<file path="config.mk">
export PLATFORM = sky130hd
export DESIGN_NAME = motor_current_and_slew_limiter_flat
export DESIGN_NICKNAME = d
export VERILOG_FILES = /design/src/mcsl_pkg.sv /design/src/mcsl_stream_if.sv /design/src/motor_current_and_slew_limiter.sv /design/src/flat_wrapper.sv
export SDC_FILE = /design/constraint.sdc
export NUM_CORES = 1
export LEC_CHECK = 0
export BUFFER_PORTS_ARGS = -buffer_cell sky130_fd_sc_hd__buf_4
export CAP_MARGIN = 20
export CORE_MARGIN = 5
export CORE_UTILIZATION = 40
export DETAILED_ROUTE_END_ITERATION = 6
export MAX_ROUTING_LAYER = met4
export PLACE_DENSITY = 0.57
export SLEW_MARGIN = 20
export SYNTH_ARGS = -nofsm -noshare
export SYNTH_HDL_FRONTEND = slang
export SYNTH_SLANG_ARGS = --single-unit
</file>
<file path="constraint.sdc">
create_clock -name clk_i -period 13.2 [get_ports clk_i]
set_input_delay 1.32 -clock clk_i [delete_from_list [all_inputs] [get_ports clk_i]]
set_output_delay 1.32 -clock clk_i [all_outputs]
set_load 0.1 [all_outputs]
</file>
<file path="src/mcsl_pkg.sv">
// ----------------------------------------------------------------------------
// mcsl_pkg
// Types and constants shared by the motor current and slew limiter.
// ----------------------------------------------------------------------------
package mcsl_pkg;

  localparam int unsigned NumRegs  = 8;
  localparam int unsigned AddrW    = 5;
  localparam int unsigned DataW    = 32;

  localparam logic [2:0] RegSenseThreshold = 3'd0;
  localparam logic [2:0] RegClampLimit     = 3'd1;
  localparam logic [2:0] RegRetryTicks     = 3'd2;
  localparam logic [2:0] RegDecayStep      = 3'd3;
  localparam logic [2:0] RegSpikeStep      = 3'd4;
  localparam logic [2:0] RegSpikeLimit     = 3'd5;
  localparam logic [2:0] RegMaxSlew        = 3'd6;
  localparam logic [2:0] RegAntiphaseMode  = 3'd7;

  localparam logic [8:0]  SenseThresholdRst = 9'd68;
  localparam logic [10:0] ClampLimitRst     = 11'd512;
  localparam logic [15:0] RetryTicksRst     = 16'd1024;
  localparam logic [7:0]  DecayStepRst      = 8'd1;
  localparam logic [7:0]  SpikeStepRst      = 8'd1;
  localparam logic [15:0] SpikeLimitRst     = 16'd1024;
  localparam logic [11:0] MaxSlewRst        = 12'd4;
  localparam logic        AntiphaseModeRst  = 1'b0;

  localparam logic [10:0] MidScale    = 11'h200;
  localparam logic [16:0] LevelCap    = 17'h0FF00;
  localparam logic [12:0] DutyOffset  = 13'h0800;
  localparam logic [11:0] DriveMinRaw = 12'h800;
  localparam logic [11:0] DriveMinSat = 12'h801;

  typedef struct packed {
    logic [9:0]         current_sample;
    logic signed [11:0] requested_drive;
    logic               drive_enable;
  } in_t;

  typedef struct packed {
    logic signed [11:0] limited_drive;
    logic [10:0]        duty;
    logic               forward;
    logic               error_light;
    logic               clamping;
    logic [15:0]        spike_level;
  } out_t;

endpackage

</file>
<file path="src/mcsl_stream_if.sv">
// ----------------------------------------------------------------------------
// mcsl_stream_if
// Valid/ready channel carrying one payload per transaction.
// ----------------------------------------------------------------------------
interface mcsl_stream_if #(
  parameter type payload_t = logic
);

  logic     valid;
  logic     ready;
  payload_t payload;

  modport source (output valid, output payload, input ready);
  modport sink (input valid, input payload, output ready);

endinterface

</file>
<file path="src/motor_current_and_slew_limiter.sv">
// ----------------------------------------------------------------------------
// motor_current_and_slew_limiter
// Overcurrent spike tracking, current clamp with retry, slew limit and PWM duty.
//
// Usage: one transaction on in_if is one control tick (current sample,
// requested signed drive, enable). Each tick yields exactly one transaction
// on out_if with the limited drive, PWM duty, direction, error and clamp
// flags and the spike level after the tick.
// Structure: one input register, then the tick logic feeds the result
// register, which drives out_if. A new tick is accepted every cycle while
// out_if takes results; throughput is then one tick per cycle, set by the
// single state update between the two registers.
// When out_if stalls, the result register holds and the input register
// holds one more tick; in_if.ready drops only once both are full.
// Reset clears spike level, clamp, error, retry counter, previous drive and
// both valid flags, and loads the default register values. Registers are
// written over the APB port at byte address 4*index and should change only
// while no tick is in flight.
// ----------------------------------------------------------------------------
module motor_current_and_slew_limiter (
  input  logic                      clk_i,
  input  logic                      rst_ni,
  mcsl_stream_if.sink               in_if,
  mcsl_stream_if.source             out_if,
  input  logic                      psel,
  input  logic                      penable,
  input  logic                      pwrite,
  input  logic [mcsl_pkg::AddrW-1:0] paddr,
  input  logic [mcsl_pkg::DataW-1:0] pwdata,
  output logic [mcsl_pkg::DataW-1:0] prdata,
  output logic                      pready
);

  import mcsl_pkg::*;

  // configuration registers
  logic [8:0]  sense_threshold_q;
  logic [10:0] clamp_limit_q;
  logic [15:0] retry_ticks_q;
  logic [7:0]  decay_step_q;
  logic [7:0]  spike_step_q;
  logic [15:0] spike_limit_q;
  logic [11:0] max_slew_q;
  logic        antiphase_mode_q;

  logic [2:0] reg_idx;
  logic       cfg_wr;

  assign pready  = 1'b1;
  assign reg_idx = paddr[4:2];
  assign cfg_wr  = psel & penable & pwrite;

  always_ff @(posedge clk_i or negedge rst_ni) begin
    if (!rst_ni) begin
      sense_threshold_q <= SenseThresholdRst;
      clamp_limit_q     <= ClampLimitRst;
      retry_ticks_q     <= RetryTicksRst;
      decay_step_q      <= DecayStepRst;
      spike_step_q      <= SpikeStepRst;
      spike_limit_q     <= SpikeLimitRst;
      max_slew_q        <= MaxSlewRst;
      antiphase_mode_q  <= AntiphaseModeRst;
    end else if (cfg_wr) begin
      unique case (reg_idx)
        RegSenseThreshold: sense_threshold_q <= pwdata[8:0];
        RegClampLimit:     clamp_limit_q     <= pwdata[10:0];
        RegRetryTicks:     retry_ticks_q     <= pwdata[15:0];
        RegDecayStep:      decay_step_q      <= pwdata[7:0];
        RegSpikeStep:      spike_step_q      <= pwdata[7:0];
        RegSpikeLimit:     spike_limit_q     <= pwdata[15:0];
        RegMaxSlew:        max_slew_q        <= pwdata[11:0];
        RegAntiphaseMode:  antiphase_mode_q  <= pwdata[0];
        default: ;
      endcase
    end
  end

  always_comb begin
    prdata = '0;
    unique case (reg_idx)
      RegSenseThreshold: prdata = DataW'(sense_threshold_q);
      RegClampLimit:     prdata = DataW'(clamp_limit_q);
      RegRetryTicks:     prdata = DataW'(retry_ticks_q);
      RegDecayStep:      prdata = DataW'(decay_step_q);
      RegSpikeStep:      prdata = DataW'(spike_step_q);
      RegSpikeLimit:     prdata = DataW'(spike_limit_q);
      RegMaxSlew:        prdata = DataW'(max_slew_q);
      RegAntiphaseMode:  prdata = DataW'(antiphase_mode_q);
      default:           prdata = '0;
    endcase
  end

  // handshake
  logic s1_valid_q;
  in_t  s1_q;
  logic out_valid_q;
  out_t out_q;
  logic out_adv;
  logic in_acc;
  logic tick;

  assign out_adv     = ~out_valid_q | out_if.ready;
  assign in_if.ready = ~s1_valid_q | out_adv;
  assign in_acc      = in_if.valid & in_if.ready;
  assign tick        = s1_valid_q & out_adv;

  assign out_if.valid   = out_valid_q;
  assign out_if.payload = out_q;

  always_ff @(posedge clk_i or negedge rst_ni) begin
    if (!rst_ni) begin
      s1_valid_q  <= 1'b0;
      out_valid_q <= 1'b0;
    end else begin
      if (in_if.ready) begin
        s1_valid_q <= in_if.valid;
      end
      if (out_adv) begin
        out_valid_q <= s1_valid_q;
      end
    end
  end

  always_ff @(posedge clk_i) begin
    if (in_acc) begin
      s1_q <= in_if.payload;
    end
  end

  // tick state
  logic [15:0]        acc_q, acc_d;
  logic               clamp_q, clamp_d;
  logic               err_q, err_d;
  logic [15:0]        cnt_q, cnt_d;
  logic signed [11:0] prev_q, prev_d;

  logic [10:0]        hi_bound, lo_bound, sample_ext;
  logic               over;
  logic [16:0]        acc_sum;
  logic               en;
  logic [11:0]        req_sat;
  logic signed [13:0] req_ext, lim, clipped, diff, slew, step, next_v;
  logic signed [11:0] drv;
  logic [12:0]        anti_sum;
  logic [11:0]        mag;
  out_t               res;

  always_comb begin
    en         = s1_q.drive_enable;
    sample_ext = {1'b0, s1_q.current_sample};
    hi_bound   = MidScale + {2'b00, sense_threshold_q};
    lo_bound   = MidScale - {2'b00, sense_threshold_q};
    over       = (sample_ext > hi_bound) || (sample_ext < lo_bound);

    // spike level
    acc_sum = {1'b0, acc_q} + {9'd0, spike_step_q};
    if (over) begin
      acc_d = (acc_sum > LevelCap) ? LevelCap[15:0] : acc_sum[15:0];
    end else if (acc_q <= {8'd0, decay_step_q}) begin
      acc_d = '0;
    end else begin
      acc_d = acc_q - {8'd0, decay_step_q};
    end

    // retry and clamp
    clamp_d = clamp_q;
    err_d   = err_q;
    cnt_d   = cnt_q;
    if (en) begin
      if (cnt_q != '0) begin
        if (cnt_q == retry_ticks_q) begin
          clamp_d = 1'b0;
          err_d   = 1'b0;
          cnt_d   = '0;
        end else begin
          cnt_d = cnt_q + 16'd1;
        end
      end
      if (acc_d > spike_limit_q) begin
        clamp_d = 1'b1;
        err_d   = 1'b1;
        if (cnt_d == '0) begin
          cnt_d = 16'd1;
        end
      end
    end

    // current clamp
    req_sat = (s1_q.requested_drive == DriveMinRaw) ? DriveMinSat : s1_q.requested_drive;
    req_ext = 14'(signed'(req_sat));
    lim     = signed'({3'b000, clamp_limit_q});
    clipped = req_ext;
    if (clamp_d) begin
      if (clipped < -lim) begin
        clipped = -lim;
      end
      if (clipped > lim) begin
        clipped = lim;
      end
    end

    // slew limit
    diff = clipped - 14'(prev_q);
    slew = signed'({2'b00, max_slew_q});
    step = diff;
    if (step < -slew) begin
      step = -slew;
    end
    if (step > slew) begin
      step = slew;
    end
    next_v = 14'(prev_q) + step;

    if (en) begin
      drv    = next_v[11:0];
      prev_d = next_v[11:0];
    end else begin
      drv    = '0;
      prev_d = '0;
    end

    // duty
    anti_sum = 13'(drv) + DutyOffset;
    mag      = drv[11] ? 12'(-drv) : drv;

    res.limited_drive = drv;
    res.forward       = en & ~drv[11];
    res.error_light   = err_d;
    res.clamping      = clamp_d;
    res.spike_level   = acc_d;
    if (!en) begin
      res.duty = '0;
    end else if (antiphase_mode_q) begin
      res.duty = anti_sum[11:1];
    end else begin
      res.duty = mag[10:0];
    end
  end

  always_ff @(posedge clk_i or negedge rst_ni) begin
    if (!rst_ni) begin
      acc_q   <= '0;
      clamp_q <= 1'b0;
      err_q   <= 1'b0;
      cnt_q   <= '0;
      prev_q  <= '0;
    end else if (tick) begin
      acc_q   <= acc_d;
      clamp_q <= clamp_d;
      err_q   <= err_d;
      cnt_q   <= cnt_d;
      prev_q  <= prev_d;
    end
  end

  always_ff @(posedge clk_i) begin
    if (tick) begin
      out_q <= res;
    end
  end

endmodule

</file>
<file path="src/flat_wrapper.sv">
// flat-port wrapper written by rule: the top's interface ports become plain ports
module motor_current_and_slew_limiter_flat import mcsl_pkg::*;
  (clk_i, rst_ni, psel, penable, pwrite, paddr, pwdata, prdata, pready, in_if_valid, in_if_payload, in_if_ready, out_if_valid, out_if_payload, out_if_ready);
  mcsl_stream_if #(.payload_t(in_t)) in_if_i ();
  mcsl_stream_if #(.payload_t(out_t)) out_if_i ();
  input  logic clk_i;
  input  logic rst_ni;
  input  logic psel;
  input  logic penable;
  input  logic pwrite;
  input  logic [mcsl_pkg::AddrW-1:0] paddr;
  input  logic [mcsl_pkg::DataW-1:0] pwdata;
  output logic [mcsl_pkg::DataW-1:0] prdata;
  output logic pready;
  input wire logic [$bits(in_if_i.valid)-1:0] in_if_valid;
  input wire logic [$bits(in_if_i.payload)-1:0] in_if_payload;
  output wire logic [$bits(in_if_i.ready)-1:0] in_if_ready;
  output wire logic [$bits(out_if_i.valid)-1:0] out_if_valid;
  output wire logic [$bits(out_if_i.payload)-1:0] out_if_payload;
  input wire logic [$bits(out_if_i.ready)-1:0] out_if_ready;
  assign in_if_i.valid = in_if_valid;
  assign in_if_i.payload = in_if_payload;
  assign in_if_ready = in_if_i.ready;
  assign out_if_valid = out_if_i.valid;
  assign out_if_payload = out_if_i.payload;
  assign out_if_i.ready = out_if_ready;
  motor_current_and_slew_limiter u_core (.clk_i(clk_i), .rst_ni(rst_ni), .in_if(in_if_i), .out_if(out_if_i), .psel(psel), .penable(penable), .pwrite(pwrite), .paddr(paddr), .pwdata(pwdata), .prdata(prdata), .pready(pready));
endmodule
</file>
# Word-level counts from Yosys, hierarchy flattened

Cells that the tools add are included.

Eq/ne operators: 9
Add/sub/neg operators: 11
Reduce and logical (&&, ||, !) cells: 13
Bitwise logic cells: 10
Multiplexer cells: 27
$lt $le $gt $ge: 9

Operators by type and width:

| operator               | count |
|---|---|
| $pmux 32 s8            | 1 |
| $mux 16                | 8 |
| $mux 14                | 5 |
| $mux 12                | 3 |
| $mux 11                | 2 |
| $reduce_and 2->1       | 9 |
| $add 16x8->17          | 1 |
| $gt 17x16->1 const B   | 1 |
| $add 16x1->16 const B  | 1 |
| $eq 16x16->1           | 1 |
| $gt 16x16->1           | 1 |
| $le 16x8->1            | 1 |
| $logic_not 16->1       | 1 |
| $reduce_bool 16->1     | 1 |
| $sub 16x8->16          | 1 |
| $gt 14x12->1           | 1 |
| $gt 14x13->1           | 1 |
| $lt 12x14->1           | 1 |
| $lt 14x14->1           | 1 |
| $neg 11->14            | 1 |
| $neg 12->14            | 1 |
| $sub 14x12->14         | 1 |
| $add 12x12->12         | 1 |
| $add 12x12->12 const B | 1 |
| 15 further kinds       | 33 |

Output and inout bits: 77
Input port bits: 67
Word-level logic and storage cells: 103
Register bits: 194

# Longest topological paths before layout

Gate-level depths: netlist of the first run.

Depth after elaboration: 21
Depth in mapped cells: 72
Mapped depth without buffers: 69

# Worst setup path after synthesis of the first run

OpenSTA, ideal clock, no wires.

Kind: reg2reg
Start point: register u_core.decay_step_q[0]
End point: register u_core.out_q (netlist bit u_core.out_if.payload[29]) (data pin)
Buffers on the path: 2
Cell stages (with the launch flop): 63
Clock period less this slack: 12.857 ns
Path slack: 0.343 ns
Setup time: 0.152 ns
Required time: 13.048 ns
Arrival time: 12.705 ns
Cell sequence: dfstp_2 > ha_1 > inv_1 > fa_1 > a21o_1 > a21oi_1 > o21ai_0 > a21oi_1 > o21ai_0 > a21oi_1 > nand2b_1 > or4_1 > inv_1 > a211oi_1 > a2111o_1 > o21ai_0 > ha_1 > nand4_1 > (+27 left out) > o21a_1 > o21a_1 > o31a_1 > nand3b_1 > clkbuf_1 > mux2_2 > ha_1 > a21oi_1 > o211ai_1 > nand2_1 > o21ai_0 > or4_1 > nand3_1 > xnor2_1 > and4b_1 > a21o_1 > or4_1 > a31oi_1

Cells in the longest elaborated chain, start to end: 17
Elaborated cells between the ends (all ways): 19
Classes of those cells: add/sub (5); order compare (4); mux (10)

Ends and longest elaborated chain:

| what                                                | RTL line                                                                     | source |
|---|---|---|
| from (decl)                                         | motor_current_and_slew_limiter.sv:40                                         | `logic [7:0] decay_step_q;` |
| from (signal assigned)                              | motor_current_and_slew_limiter.sv:58                                         | `decay_step_q <= DecayStepRst;` |
| from (signal assigned)                              | motor_current_and_slew_limiter.sv:68                                         | `RegDecayStep: decay_step_q <= pwdata[7:0];` |
| $sub 16x8->16 / $le 16x8->1 (equally long branches) | motor_current_and_slew_limiter.sv:162, motor_current_and_slew_limiter.sv:159 |  |
| $mux 16 (*)                                         | motor_current_and_slew_limiter.sv:159                                        | `end else if (acc_q <= {8'd0, decay_step_q}) begin` |
| $mux 16 (*)                                         | motor_current_and_slew_limiter.sv:157                                        | `if (over) begin` |
| net u_core.acc_d[12]                                | motor_current_and_slew_limiter.sv:131                                        | `logic [15:0] acc_q, acc_d;` |
| $gt 16x16->1 (*)                                    | motor_current_and_slew_limiter.sv:179                                        | `if (acc_d > spike_limit_q) begin` |
| $mux 1 (*)                                          | motor_current_and_slew_limiter.sv:179                                        |  |
| $mux 1 (*)                                          | motor_current_and_slew_limiter.sv:169                                        | `if (en) begin` |
| net u_core.clamp_d                                  | motor_current_and_slew_limiter.sv:132                                        | `logic clamp_q, clamp_d;` |
| (+3 left out)                                       | n/a                                                                          |  |
| $mux 14 (*)                                         | motor_current_and_slew_limiter.sv:206                                        | `if (step < -slew) begin` |
| $gt 14x13->1                                        | motor_current_and_slew_limiter.sv:209                                        | `if (step > slew) begin` |
| $mux 12 (*)                                         | motor_current_and_slew_limiter.sv:209                                        |  |
| $add 12x12->12 (*)                                  | motor_current_and_slew_limiter.sv:212                                        | `next_v = 14'(prev_q) + step;` |
| $mux 12 (*)                                         | motor_current_and_slew_limiter.sv:214                                        | `if (en) begin` |
| $neg 11->11                                         | motor_current_and_slew_limiter.sv:224                                        | `mag = drv[11] ? 12'(-drv) : drv;` |
| $mux 11                                             | motor_current_and_slew_limiter.sv:224                                        |  |
| $mux 11 (*)                                         | motor_current_and_slew_limiter.sv:233                                        | `end else if (antiphase_mode_q) begin` |
| to (signal assigned)                                | motor_current_and_slew_limiter.sv:258                                        | `out_q <= res;` |
| to (decl)                                           | motor_current_and_slew_limiter.sv:97                                         | `out_t out_q;` |

Mark *: on every way through the listed nets, which the timed path passes. The rest lies on a longest branch.
A chain may end at the register's enable or synchronous reset.

# Worst setup path after layout of the first run

Start point: register u_core.clamp_limit_q[5]
End point: register u_core.out_q (netlist bit u_core.out_if.payload[24]) (data pin)

Cells in the longest elaborated chain, start to end: 17
Elaborated cells between the ends (all ways): 18
Classes of those cells: add/sub (5); order compare (4); mux (9)

Ends and longest elaborated chain:

| what                   | RTL line                                                                     | source |
|---|---|---|
| from (decl)            | motor_current_and_slew_limiter.sv:38                                         | `logic [10:0] clamp_limit_q;` |
| from (signal assigned) | motor_current_and_slew_limiter.sv:56                                         | `clamp_limit_q <= ClampLimitRst;` |
| from (signal assigned) | motor_current_and_slew_limiter.sv:66                                         | `RegClampLimit: clamp_limit_q <= pwdata[10:0];` |
| $neg 11->14            | motor_current_and_slew_limiter.sv:194, motor_current_and_slew_limiter.sv:195 |  |
| $lt 12x14->1           | motor_current_and_slew_limiter.sv:194                                        | `if (clipped < -lim) begin` |
| $mux 14                | motor_current_and_slew_limiter.sv:194                                        |  |
| $mux 14                | motor_current_and_slew_limiter.sv:193                                        | `if (clamp_d) begin` |
| $gt 14x12->1           | motor_current_and_slew_limiter.sv:197                                        | `if (clipped > lim) begin` |
| $mux 14 (*)            | motor_current_and_slew_limiter.sv:197                                        |  |
| $mux 14 (*)            | motor_current_and_slew_limiter.sv:193                                        |  |
| $sub 14x12->14 (*)     | motor_current_and_slew_limiter.sv:203                                        | `diff = clipped - 14'(prev_q);` |
| $lt 14x14->1           | motor_current_and_slew_limiter.sv:206                                        |  |
| $mux 14 (*)            | motor_current_and_slew_limiter.sv:206                                        |  |
| $gt 14x13->1           | motor_current_and_slew_limiter.sv:209                                        |  |
| $mux 12 (*)            | motor_current_and_slew_limiter.sv:209                                        |  |
| $add 12x12->12 (*)     | motor_current_and_slew_limiter.sv:212                                        |  |
| $mux 12 (*)            | motor_current_and_slew_limiter.sv:214                                        |  |
| $neg 11->11            | motor_current_and_slew_limiter.sv:224                                        |  |
| $mux 11                | motor_current_and_slew_limiter.sv:224                                        |  |
| $mux 11 (*)            | motor_current_and_slew_limiter.sv:233                                        |  |

Every way passes the cells marked *; elsewhere a longest branch is shown, timed or not. The select of a mux whose other input is x is not followed.

==> results of run 1 <==
==> registers in the layout (all words and copies together) (netlist names), 8 cells and up <==
signal                    count
u_core.max_slew_q            12
u_core.spike_step_q           8
u_core.sense_threshold_q      9
u_core.out_if.payload        42
u_core.cnt_q                 16
u_core.decay_step_q           8
u_core.retry_ticks_q         16
u_core.clamp_limit_q         11
u_core.s1_q                  22
u_core.spike_limit_q         16
u_core.prev_q                12
u_core.acc_q                 16
==> cell usage after synthesis, drive strengths merged (26+ instances only) <==
cell type	n
nor2	109
edfxtp	65
clkbuf	68
ha	128
nor3	29
dfrtp	121
nand2	175
nand4	26
xnor2	64
a21oi	68
inv	122
o21ai	170
mux2	59
==> routing by layer <==
layer	global-route usage [%]	routed length (um)
met5	-	0
met4	7.75	1440
met3	3.52	2130
met2	36.3	21000
met1	31.1	20600
==> cell type report <==
| type | instances | area share (%) |
|---|---|---|
| well taps | 455 | 3.02 |
| flip-flops and latches | 194 | 27.5 |
| multi-input cells | 1185 | 47.4 |
| clock inverters | 14 | 0.637 |
| inverters | 123 | 2.45 |
| clock buffers | 18 | 2.39 |
| repair buffers | 407 | 16.5 |
==> worst max-delay path: cells and delay by family, from the launching register on <==
kind	cells	cell delay, ns
AOI/OAI and AO/OA	32	5.13
muxes	1	0.32
DFF	1	0.40
adders and majority gates	8	2.05
and+or+nand+nor	17	3.44
buffers and inverters	8	1.17
xor gates and xnor gates	2	0.16
==> metrics by stage <==
| stage | instance area, um^2 | std cells |
|---|---|---|
| 2_1_floorplan | 14200 | 1587 |
| 3_3_place_gp | 17100 | 2322 |
| 3_5_place_dp | 17100 | 2322 |
| 4_1_cts | 17800 | 2361 |
| 5_1_grt | 18900 | 2396 |
| 6_report | 18900 | 2396 |
==> worst max-delay path by stage <==
stage	to	slack, ns	depth (start not counted)
after floorplan	u_core.out_if.payload[29]$_SDFFCE_PN0P_	0.34	62
final	u_core.out_if.payload[24]$_SDFFCE_PN0P_	0.29	68
after global placement	u_core.out_if.payload[29]$_SDFFCE_PN0P_	-0.38	65
after detailed placement	u_core.out_if.payload[29]$_SDFFCE_PN0P_	-0.49	61
after global routing	u_core.out_if.payload[29]$_SDFFCE_PN0P_	-0.29	67
after CTS	u_core.out_if.payload[29]$_SDFFCE_PN0P_	0.0008	70
==> kinds of logic (layout without fill, tap and decap cells) <==
| kind of cell | Yosys count | in the layout | share of synthesized area (%) |
|---|---|---|---|
| AND/OR/NAND/NOR | 464 | 464 | 15.4 |
| adder cells (fa/ha/maj) | 134 | 134 | 12.1 |
| other | 2 | 17 | 0.0533 |
| XOR/XNOR | 76 | 76 | 4.87 |
| AO/OA/AOI/OAI | 417 | 418 | 18.6 |
| buffers and inverters | 209 | 562 | 6.03 |
| multiplexers | 76 | 76 | 6.19 |
| flip-flops | 194 | 194 | 36.8 |
==> what timing repair did <==
item                                    in CTS  in global routing
endpoints found under the setup margin      15                 22
setup buffers                                7                 37
resized for setup                           35                173
pin swaps                                   16                 92
gates cloned                                 0                  1
==> flow_metrics.tcl, run 1 <==
set metrics [dict create \
    dp_slack_ns -0.491 \
    grt_pass1_vias 12631 \
    reg2reg_slack_ns 0.29 \
    cp-end-kind "register" \
    clockBufferDepth 2 \
    start_kind "register" \
    syn-cell-area_um2 14100 \
    r2r_end "u_core.out_if.payload[24]$_SDFFCE_PN0P_" \
    postSynthCellCount 1572 \
    worstHoldEndpoint "u_core.out_if.valid$_DFFE_PN0P_" \
    slowest_stage "or4_4" \
    grtUsageTotal_pct 23.2 \
    ys_seq_area_share_pct 36.8 \
    hold_ws_ns 0.506 \
    grt_max_degree 81 \
    diodes 0 \
    fin_crit_sh_pct 97.8 \
    relSlewSlack_pct 34.8 \
    clkLatencyLatePin_ns 0.46 \
    synth_edf_count 65 \
    avgRoutedWirePerCell_um 18.9 \
    drt_drc_violations_left 0 \
    min_path_cells 1 \
    synth_top_area_share_pct 21.5 \
    die_x_um 198 \
    initial_core_util_pct 40.6 \
    synthFlopType "dfrtp_1" \
    htree_levels 4 \
    drtPass1Iterations 5 \
    hpwl_um 34100 \
    vias_per_cell 5.43 \
    finClkSkew_ns 0.0162 \
    drt-total-wl_um 45200 \
    final_common_cell "buf_4" \
    setup_violations 0 \
    rr_worst_depth 68 \
    syn_to_final_growth_pct 33.7 \
    n_fill_cell 3232 \
    hold_buffers 0 \
    core_area_um2 34700 \
    overflow 0 \
    clk_pin_slew_ns 0.08 \
    root_buffer "clkbuf_16" \
    grt_antenna_before_repair 0 \
    io_buffers 108 \
    yosys_warnings 0 \
    seqCellArea_um2 5190 \
    multi_input_area_um2 8940 \
    drtIter0Drc 1023 \
    tns_ns 0 \
    final_cell_mix "393 x buf_4, 174 x nand2_1, 133 x o21ai_0" \
    ios 144 \
    min_from "u_core.s1_valid_q$_DFFE_PN0N_" \
    worstMarginPinSlew_ns 0.970 \
    drive_gt1_share_pct 34.1 \
    arrival_ns 13.18 \
    final_antenna_net_count 0 \
    finalNetCount 2127 \
    synth_area_leaders "dfrtp_1 21%, edfxtp_1 14%, ha_1 11%" \
    synth.avg_cell_area_um2 8.97 \
    run_status "complete, no violations" \
    die_h_um 198 \
    synth_cell_types 77 \
    max_cap_violations 0 \
    final.min_clock_period_ns 12.91 \
    synth-seq-cells 194 \
    hold_viol 0 \
    critical_path.max_stage_delay_ns 0.50 \
    slew_violations 0 \
    rsz0062_at_grt "yes" \
    cp_max_fo 7 \
    setup_slack_ns 0.293 \
    required_ns 13.47 \
    hold_class "reg -> reg" \
    dieArea_um2 39100 \
    numCtsBuffers 17 \
    timing.rr.start "u_core.clamp_limit_q[5]$_DFFE_PN0P_" \
    yosysTopAreaCell "dfrtp_1" \
    grt_pass1_wl_um 69100 \
    cts_tree "done" \
    worstSetupPathType "reg -> reg" \
    rows 68 \
    ys_async_sr_fraction_pct 66.5 \
    via_count 13001 \
    crit_start "u_core.clamp_limit_q[5]$_DFFE_PN0P_" \
    gp_congestion 0.952 \
    path_common_cell "o21a_1" \
    utilization_pct 54.3 \
    max_freq_mhz 77.5 \
    cts.sinks 194 \
]
Power of run 1 is left out: the tool's default activity adds up to more than one toggle a clock period on the data nets, which glitch-free logic cannot reach.
==> inputs of run 2 (changes only) <==
--- a/config.mk
+++ b/config.mk
@@ -11,7 +11,7 @@
 export CORE_UTILIZATION = 40
 export DETAILED_ROUTE_END_ITERATION = 6
 export MAX_ROUTING_LAYER = met4
-export PLACE_DENSITY = 0.57
+export PLACE_DENSITY = 0.61
 export SLEW_MARGIN = 20
 export SYNTH_ARGS = -nofsm -noshare
 export SYNTH_HDL_FRONTEND = slang
==> run 2 against run 1 <==
- final cell count shrank 0.33%
- cell area shrank 0.75%
- clock skew grew 0.0028 ns
- critical path depth is the same
- flip-flop and latch count is the same
- core utilization shrank 0.41 points
==> flow_metrics.tcl, run 2 (same netlist as run 1, synthesis figures left out) <==
set metrics [dict create \
    run_status "complete, no violations" \
    root_buffer "clkbuf_16" \
    final_cell_mix "380 x buf_4, 173 x nand2_1, 139 x o21ai_0" \
    avgRoutedWirePerCell_um 18.6 \
    hold_class "reg -> reg" \
    relSlewSlack_pct 36.8 \
    diodes 0 \
    max_cap_violations 0 \
    grt_antenna_before_repair 1 \
    drt-total-wl_um 44400 \
    hold_viol 0 \
    numCtsBuffers 17 \
    die_h_um 198 \
    cts.sinks 194 \
    setup_slack_ns 0.0469 \
    hold_buffers 0 \
    final_common_cell "buf_4" \
    final.min_clock_period_ns 13.15 \
    cp-end-kind "register" \
    reg2reg_slack_ns 0.05 \
    gp_congestion 0.947 \
    drt_drc_violations_left 0 \
    placed_cell_area_um2 17100 \
    ios 144 \
    grt_pass1_vias 12545 \
    fin_crit_sh_pct 99.6 \
    rr_worst_depth 68 \
    clkLatencyLatePin_ns 0.46 \
    path_common_cell "o21a_1" \
    via_count 13055 \
    start_kind "register" \
    core_area_um2 34700 \
    critical_path.max_stage_delay_ns 0.50 \
    cp_top_family "compound AO/OA/AOI/OAI gates" \
    initial_core_util_pct 40.6 \
    tns_ns 0 \
    largest_register_ff_count 42 \
    finClkSkew_ns 0.0190 \
    worstSetupPathType "reg -> reg" \
    finalNetCount 2119 \
    min_path_cells 2 \
    arrival_ns 13.35 \
    hpwl_um 34000 \
    vias_per_cell 5.47 \
    required_ns 13.40 \
    clockBufferDepth 2 \
    overflow 0 \
    grt_max_degree 83 \
    r2r_end "u_core.out_if.payload[28]$_SDFFCE_PN0P_" \
    slew_violations 0 \
    rsz0062_at_grt "yes" \
    worstHoldEndpoint "u_core.clamp_q$_DFFE_PN0P_" \
    die_x_um 198 \
    final_area_um2 18700 \
    cp_max_fo 8 \
    rows 68 \
    htree_levels 4 \
    dp_slack_ns -0.605 \
    worstMarginPinSlew_ns 0.944 \
    io_buffers 108 \
    drtPass1Iterations 5 \
    path_buf_inv 7 \
    timing.rr.start "u_core.clamp_limit_q[2]$_DFFE_PN0P_" \
    setup_violations 0 \
    max_freq_mhz 76.0 \
    dieArea_um2 39100 \
    grtUsageTotal_pct 22.6 \
    grt_pass1_wl_um 67900 \
    cts_tree "done" \
    drive_gt1_share_pct 32.3 \
    final_antenna_net_count 0 \
    clk_pin_slew_ns 0.07 \
    slowest_stage "or4_4" \
    hold_ws_ns 0.491 \
    syn_to_final_growth_pct 32.7 \
    drtIter0Drc 838 \
    min_from "u_core.clamp_q$_DFFE_PN0P_" \
]
## run 2: cell types whose count changed in the layout (fill, tap and decap cells not counted), sizes merged
| cell | previous run | this run |
|---|---|---|
| buf | 407 | 398 |
| clkbuf | 18 | 19 |
| dlymetal6s2s | 0 | 1 |
| clkinv | 8 | 5 |
| bufinv | 0 | 2 |
## run 2: metal layers
metal | part of all wire [%] | up-vias | track usage, %
met5 | 0 | - | -
met3 | 4.5 | 52 | 2.76
met4 | 2.3 | 0 | 6.48
met2 | 48 | 355 | 36.4
met1 | 45 | 6320 | 30.2
li1 | - | 6328 | -
## run 2: stage by stage
step	util, %	cells
2_1_floorplan	-	1587
3_3_place_gp	49.2	2318
3_5_place_dp	49.2	2318
4_1_cts	51.3	2356
5_1_grt	53.9	2388
6_report	53.9	2388
## run 2: area by class of cell
class	instances	area [um^2]
clock inverter	13	146
sequential	194	5190
fill	3151	16000
inverter	123	462
timing repair buffer	399	3060
multi-input combinational	1185	8840
tap	455	569
clock buffer	19	433
## run 2: worst max path at each step
stage	start	endpoint	slack (ns)	cells after the start
floorplan	u_core.decay_step_q[0]$_DFFE_PN1P_	u_core.out_if.payload[29]$_SDFFCE_PN0P_	0.34	62
global placement	u_core.sense_threshold_q[0]$_DFFE_PN0P_	u_core.out_if.payload[28]$_SDFFCE_PN0P_	-0.46	63
detailed placement	u_core.sense_threshold_q[1]$_DFFE_PN0P_	u_core.out_if.payload[28]$_SDFFCE_PN0P_	-0.60	64
CTS	u_core.decay_step_q[0]$_DFFE_PN1P_	u_core.out_if.payload[28]$_SDFFCE_PN0P_	-0.07	65
global route	u_core.decay_step_q[0]$_DFFE_PN1P_	u_core.out_if.payload[28]$_SDFFCE_PN0P_	-0.53	68
finish	u_core.clamp_limit_q[2]$_DFFE_PN0P_	u_core.out_if.payload[28]$_SDFFCE_PN0P_	0.05	68
## run 2: tightest hold or removal path, cell delays in order (launching register included)
cell	delay, ns
dfrtp_1	0.35
nand2_1	0.05
o21ai_0	0.06
## run 2: what timing repair did
| action | CTS | global route |
|---|---|---|
| pin swaps | 8 | 81 |
| gates resized for setup | 32 | 146 |
| endpoints found under the hold margin | 0 | 0 |
| gates cloned | 0 | 3 |
| setup buffers | 6 | 28 |
| setup endpoints to repair | 16 | 24 |
Power of run 2 is left out for the same reason.
==> inputs of run 3 (changes only) <==
--- a/config.mk
+++ b/config.mk
@@ -8,10 +8,10 @@
 export BUFFER_PORTS_ARGS = -buffer_cell sky130_fd_sc_hd__buf_4
 export CAP_MARGIN = 20
 export CORE_MARGIN = 5
-export CORE_UTILIZATION = 40
+export CORE_UTILIZATION = 45
 export DETAILED_ROUTE_END_ITERATION = 6
 export MAX_ROUTING_LAYER = met4
-export PLACE_DENSITY = 0.61
+export PLACE_DENSITY = 0.67
 export SLEW_MARGIN = 20
 export SYNTH_ARGS = -nofsm -noshare
 export SYNTH_HDL_FRONTEND = slang
==> run 3 against run 2 <==
- the flow now finishes with violations (negative setup slack)
- non-clock buffer count rose by 8
- global-route usage rose by 2.8 points
- worst hold slack improved by 0.018 ns
- worst setup slack got worse by 0.19 ns
- maximum frequency fell by 1.5%
- die area fell by 11%
- clock-buffer cell count rose by 1
- via count rose by 3.0%
- first-iteration DRC count rose by 45%
- critical path depth rose by 1
- flip-flop and latch count did not move
- final cell count fell by 2.1%
- largest cell class unchanged
==> flow_metrics.tcl, run 3 (same netlist as run 1, synthesis figures left out) <==
set metrics [dict create \
    final_antenna_net_count 0 \
    seqCellArea_um2 5190 \
    ios 144 \
    cp_max_fo 8 \
    die_x_um 187 \
    timing.rr.start "u_core.decay_step_q[0]$_DFFE_PN1P_" \
    arrival_ns 13.52 \
    rsz0062_at_grt "yes" \
    drt-total-wl_um 45600 \
    overflow 0 \
    slew_violations 0 \
    critical_path.max_stage_delay_ns 0.57 \
    root_buffer "clkbuf_16" \
    cts_tree "done" \
    r2r_end "u_core.out_if.payload[20]$_SDFFCE_PN0P_" \
    grt_max_degree 81 \
    initial_core_util_pct 45.9 \
    run_status "complete, but fails checks" \
    setup_slack_ns -0.148 \
    htree_levels 4 \
    min_from "u_core.clamp_q$_DFFE_PN0P_" \
    core_area_um2 30700 \
    required_ns 13.37 \
    hold_class "reg -> reg" \
    start_kind "register" \
    path_common_cell "o21a_1" \
    avgRoutedWirePerCell_um 19.5 \
    fin_crit_sh_pct 101 \
    syn_to_final_growth_pct 34.1 \
    hpwl_um 33900 \
    max_freq_mhz 74.9 \
    rows 64 \
    clk_pin_slew_ns 0.08 \
    finClkSkew_ns 0.0162 \
    drtPass1Iterations 5 \
    final_area_um2 18900 \
    finalNetCount 2127 \
    dieArea_um2 35000 \
    diodes 0 \
    largest_register_ff_count 42 \
    worstHoldEndpoint "u_core.clamp_q$_DFFE_PN0P_" \
    min_path_cells 2 \
    grt_pass1_vias 12740 \
    drive_gt1_share_pct 34.1 \
    multi_input_area_um2 9050 \
    max_cap_violations 0 \
    grt_pass1_wl_um 69200 \
    grtUsageTotal_pct 25.4 \
    grt_antenna_before_repair 0 \
    io_buffers 108 \
    violations "negative setup slack" \
    reg2reg_slack_ns -0.15 \
    hold_buffers 0 \
    gp_congestion 0.940 \
    vias_per_cell 5.75 \
    final_cell_mix "388 x buf_4, 172 x nand2_1, 140 x o21ai_0" \
    hold_viol 0 \
    cp-end-kind "register" \
    placed_cell_area_um2 17000 \
    final_common_cell "buf_4" \
    final.min_clock_period_ns 13.35 \
    cts.sinks 194 \
    drtIter0Drc 1215 \
    numCtsBuffers 17 \
    worstSetupPathType "reg -> reg" \
    clockBufferDepth 2 \
    drt_drc_violations_left 0 \
    clkLatencyLatePin_ns 0.45 \
    die_h_um 187 \
    setup_violations 7 \
    n_fill_cell 2595 \
    slowest_stage "dfstp_2" \
    worstMarginPinSlew_ns 0.924 \
    rr_worst_depth 69 \
    via_count 13441 \
    relSlewSlack_pct 38.1 \
]
[run 3: critical path: cells and delay by family, from the launching register on]
family	cells	cell delay [ns]
AO/OA/AOI/OAI	30	5.08
AND/OR/NAND/NOR	17	2.98
adder cells (fa/ha/maj)	9	2.45
buffers and inverters	9	1.24
flip-flops	1	0.57
multiplexers	2	0.51
XOR/XNOR	2	0.20
[run 3: stage by stage]
step                worst slack [ns]  utilization, %  hold slack, ns  TNS, ns  std cells
floorplan                      0.343               -           0.450        0       1587
global placement              -0.412            55.4           0.466    -3.72       2264
detailed placement            -0.625            55.4           0.496    -6.84       2264
CTS                          -0.0516            57.8           0.514  -0.0940       2300
global route                  -0.602            61.5           0.540    -6.90       2337
finish                        -0.148            61.5           0.508   -0.601       2337
[run 3: timing repair]
action | 4_1_cts | 5_1_grt
pin swaps | 10 | 80
cloned | 0 | 3
endpoints found under the hold margin | 0 | 0
setup buffers | 4 | 34
resized for setup | 37 | 182
endpoints found under the setup margin | 17 | 23
[run 3: worst max-delay path by stage]
| stage | from | endpoint | slack (ns) | cells after the start |
|---|---|---|---|---|
| 5_1_grt | u_core.decay_step_q[0]$_DFFE_PN1P_ | u_core.out_if.payload[20]$_SDFFCE_PN0P_ | -0.60 | 70 |
| 3_5_place_dp | u_core.decay_step_q[0]$_DFFE_PN1P_ | u_core.out_if.payload[28]$_SDFFCE_PN0P_ | -0.62 | 68 |
| 4_1_cts | u_core.clamp_limit_q[5]$_DFFE_PN0P_ | u_core.out_if.payload[28]$_SDFFCE_PN0P_ | -0.05 | 67 |
| 6_report | u_core.decay_step_q[0]$_DFFE_PN1P_ | u_core.out_if.payload[20]$_SDFFCE_PN0P_ | -0.15 | 69 |
| 2_1_floorplan | u_core.decay_step_q[0]$_DFFE_PN1P_ | u_core.out_if.payload[29]$_SDFFCE_PN0P_ | 0.34 | 62 |
| 3_3_place_gp | u_core.decay_step_q[0]$_DFFE_PN1P_ | u_core.out_if.payload[28]$_SDFFCE_PN0P_ | -0.41 | 68 |
[run 3: final cells by class]
type                            count  area share (%)
Multi-Input combinational cell   1185            47.9
Sequential cell                   194            27.5
Timing Repair Buffer              407            16.7
Tap cell                          396            2.62
Inverter                          123            2.44
Clock buffer                       20            2.36
Clock inverter                     12           0.602
[run 3: layer usage]
| metal | share of wire, % | track usage [%] | vias to the layer above | routed length, um |
|---|---|---|---|---|
| met5 | 0 | - | - | 0 |
| met3 | 5.9 | 3.99 | 77 | 2700 |
| li1 | - | - | 6344 | - |
| met4 | 2.8 | 7.79 | 0 | 1290 |
| met2 | 48 | 41.1 | 508 | 22000 |
| met1 | 43 | 33.2 | 6512 | 19500 |
Power of run 3 is left out for the same reason.
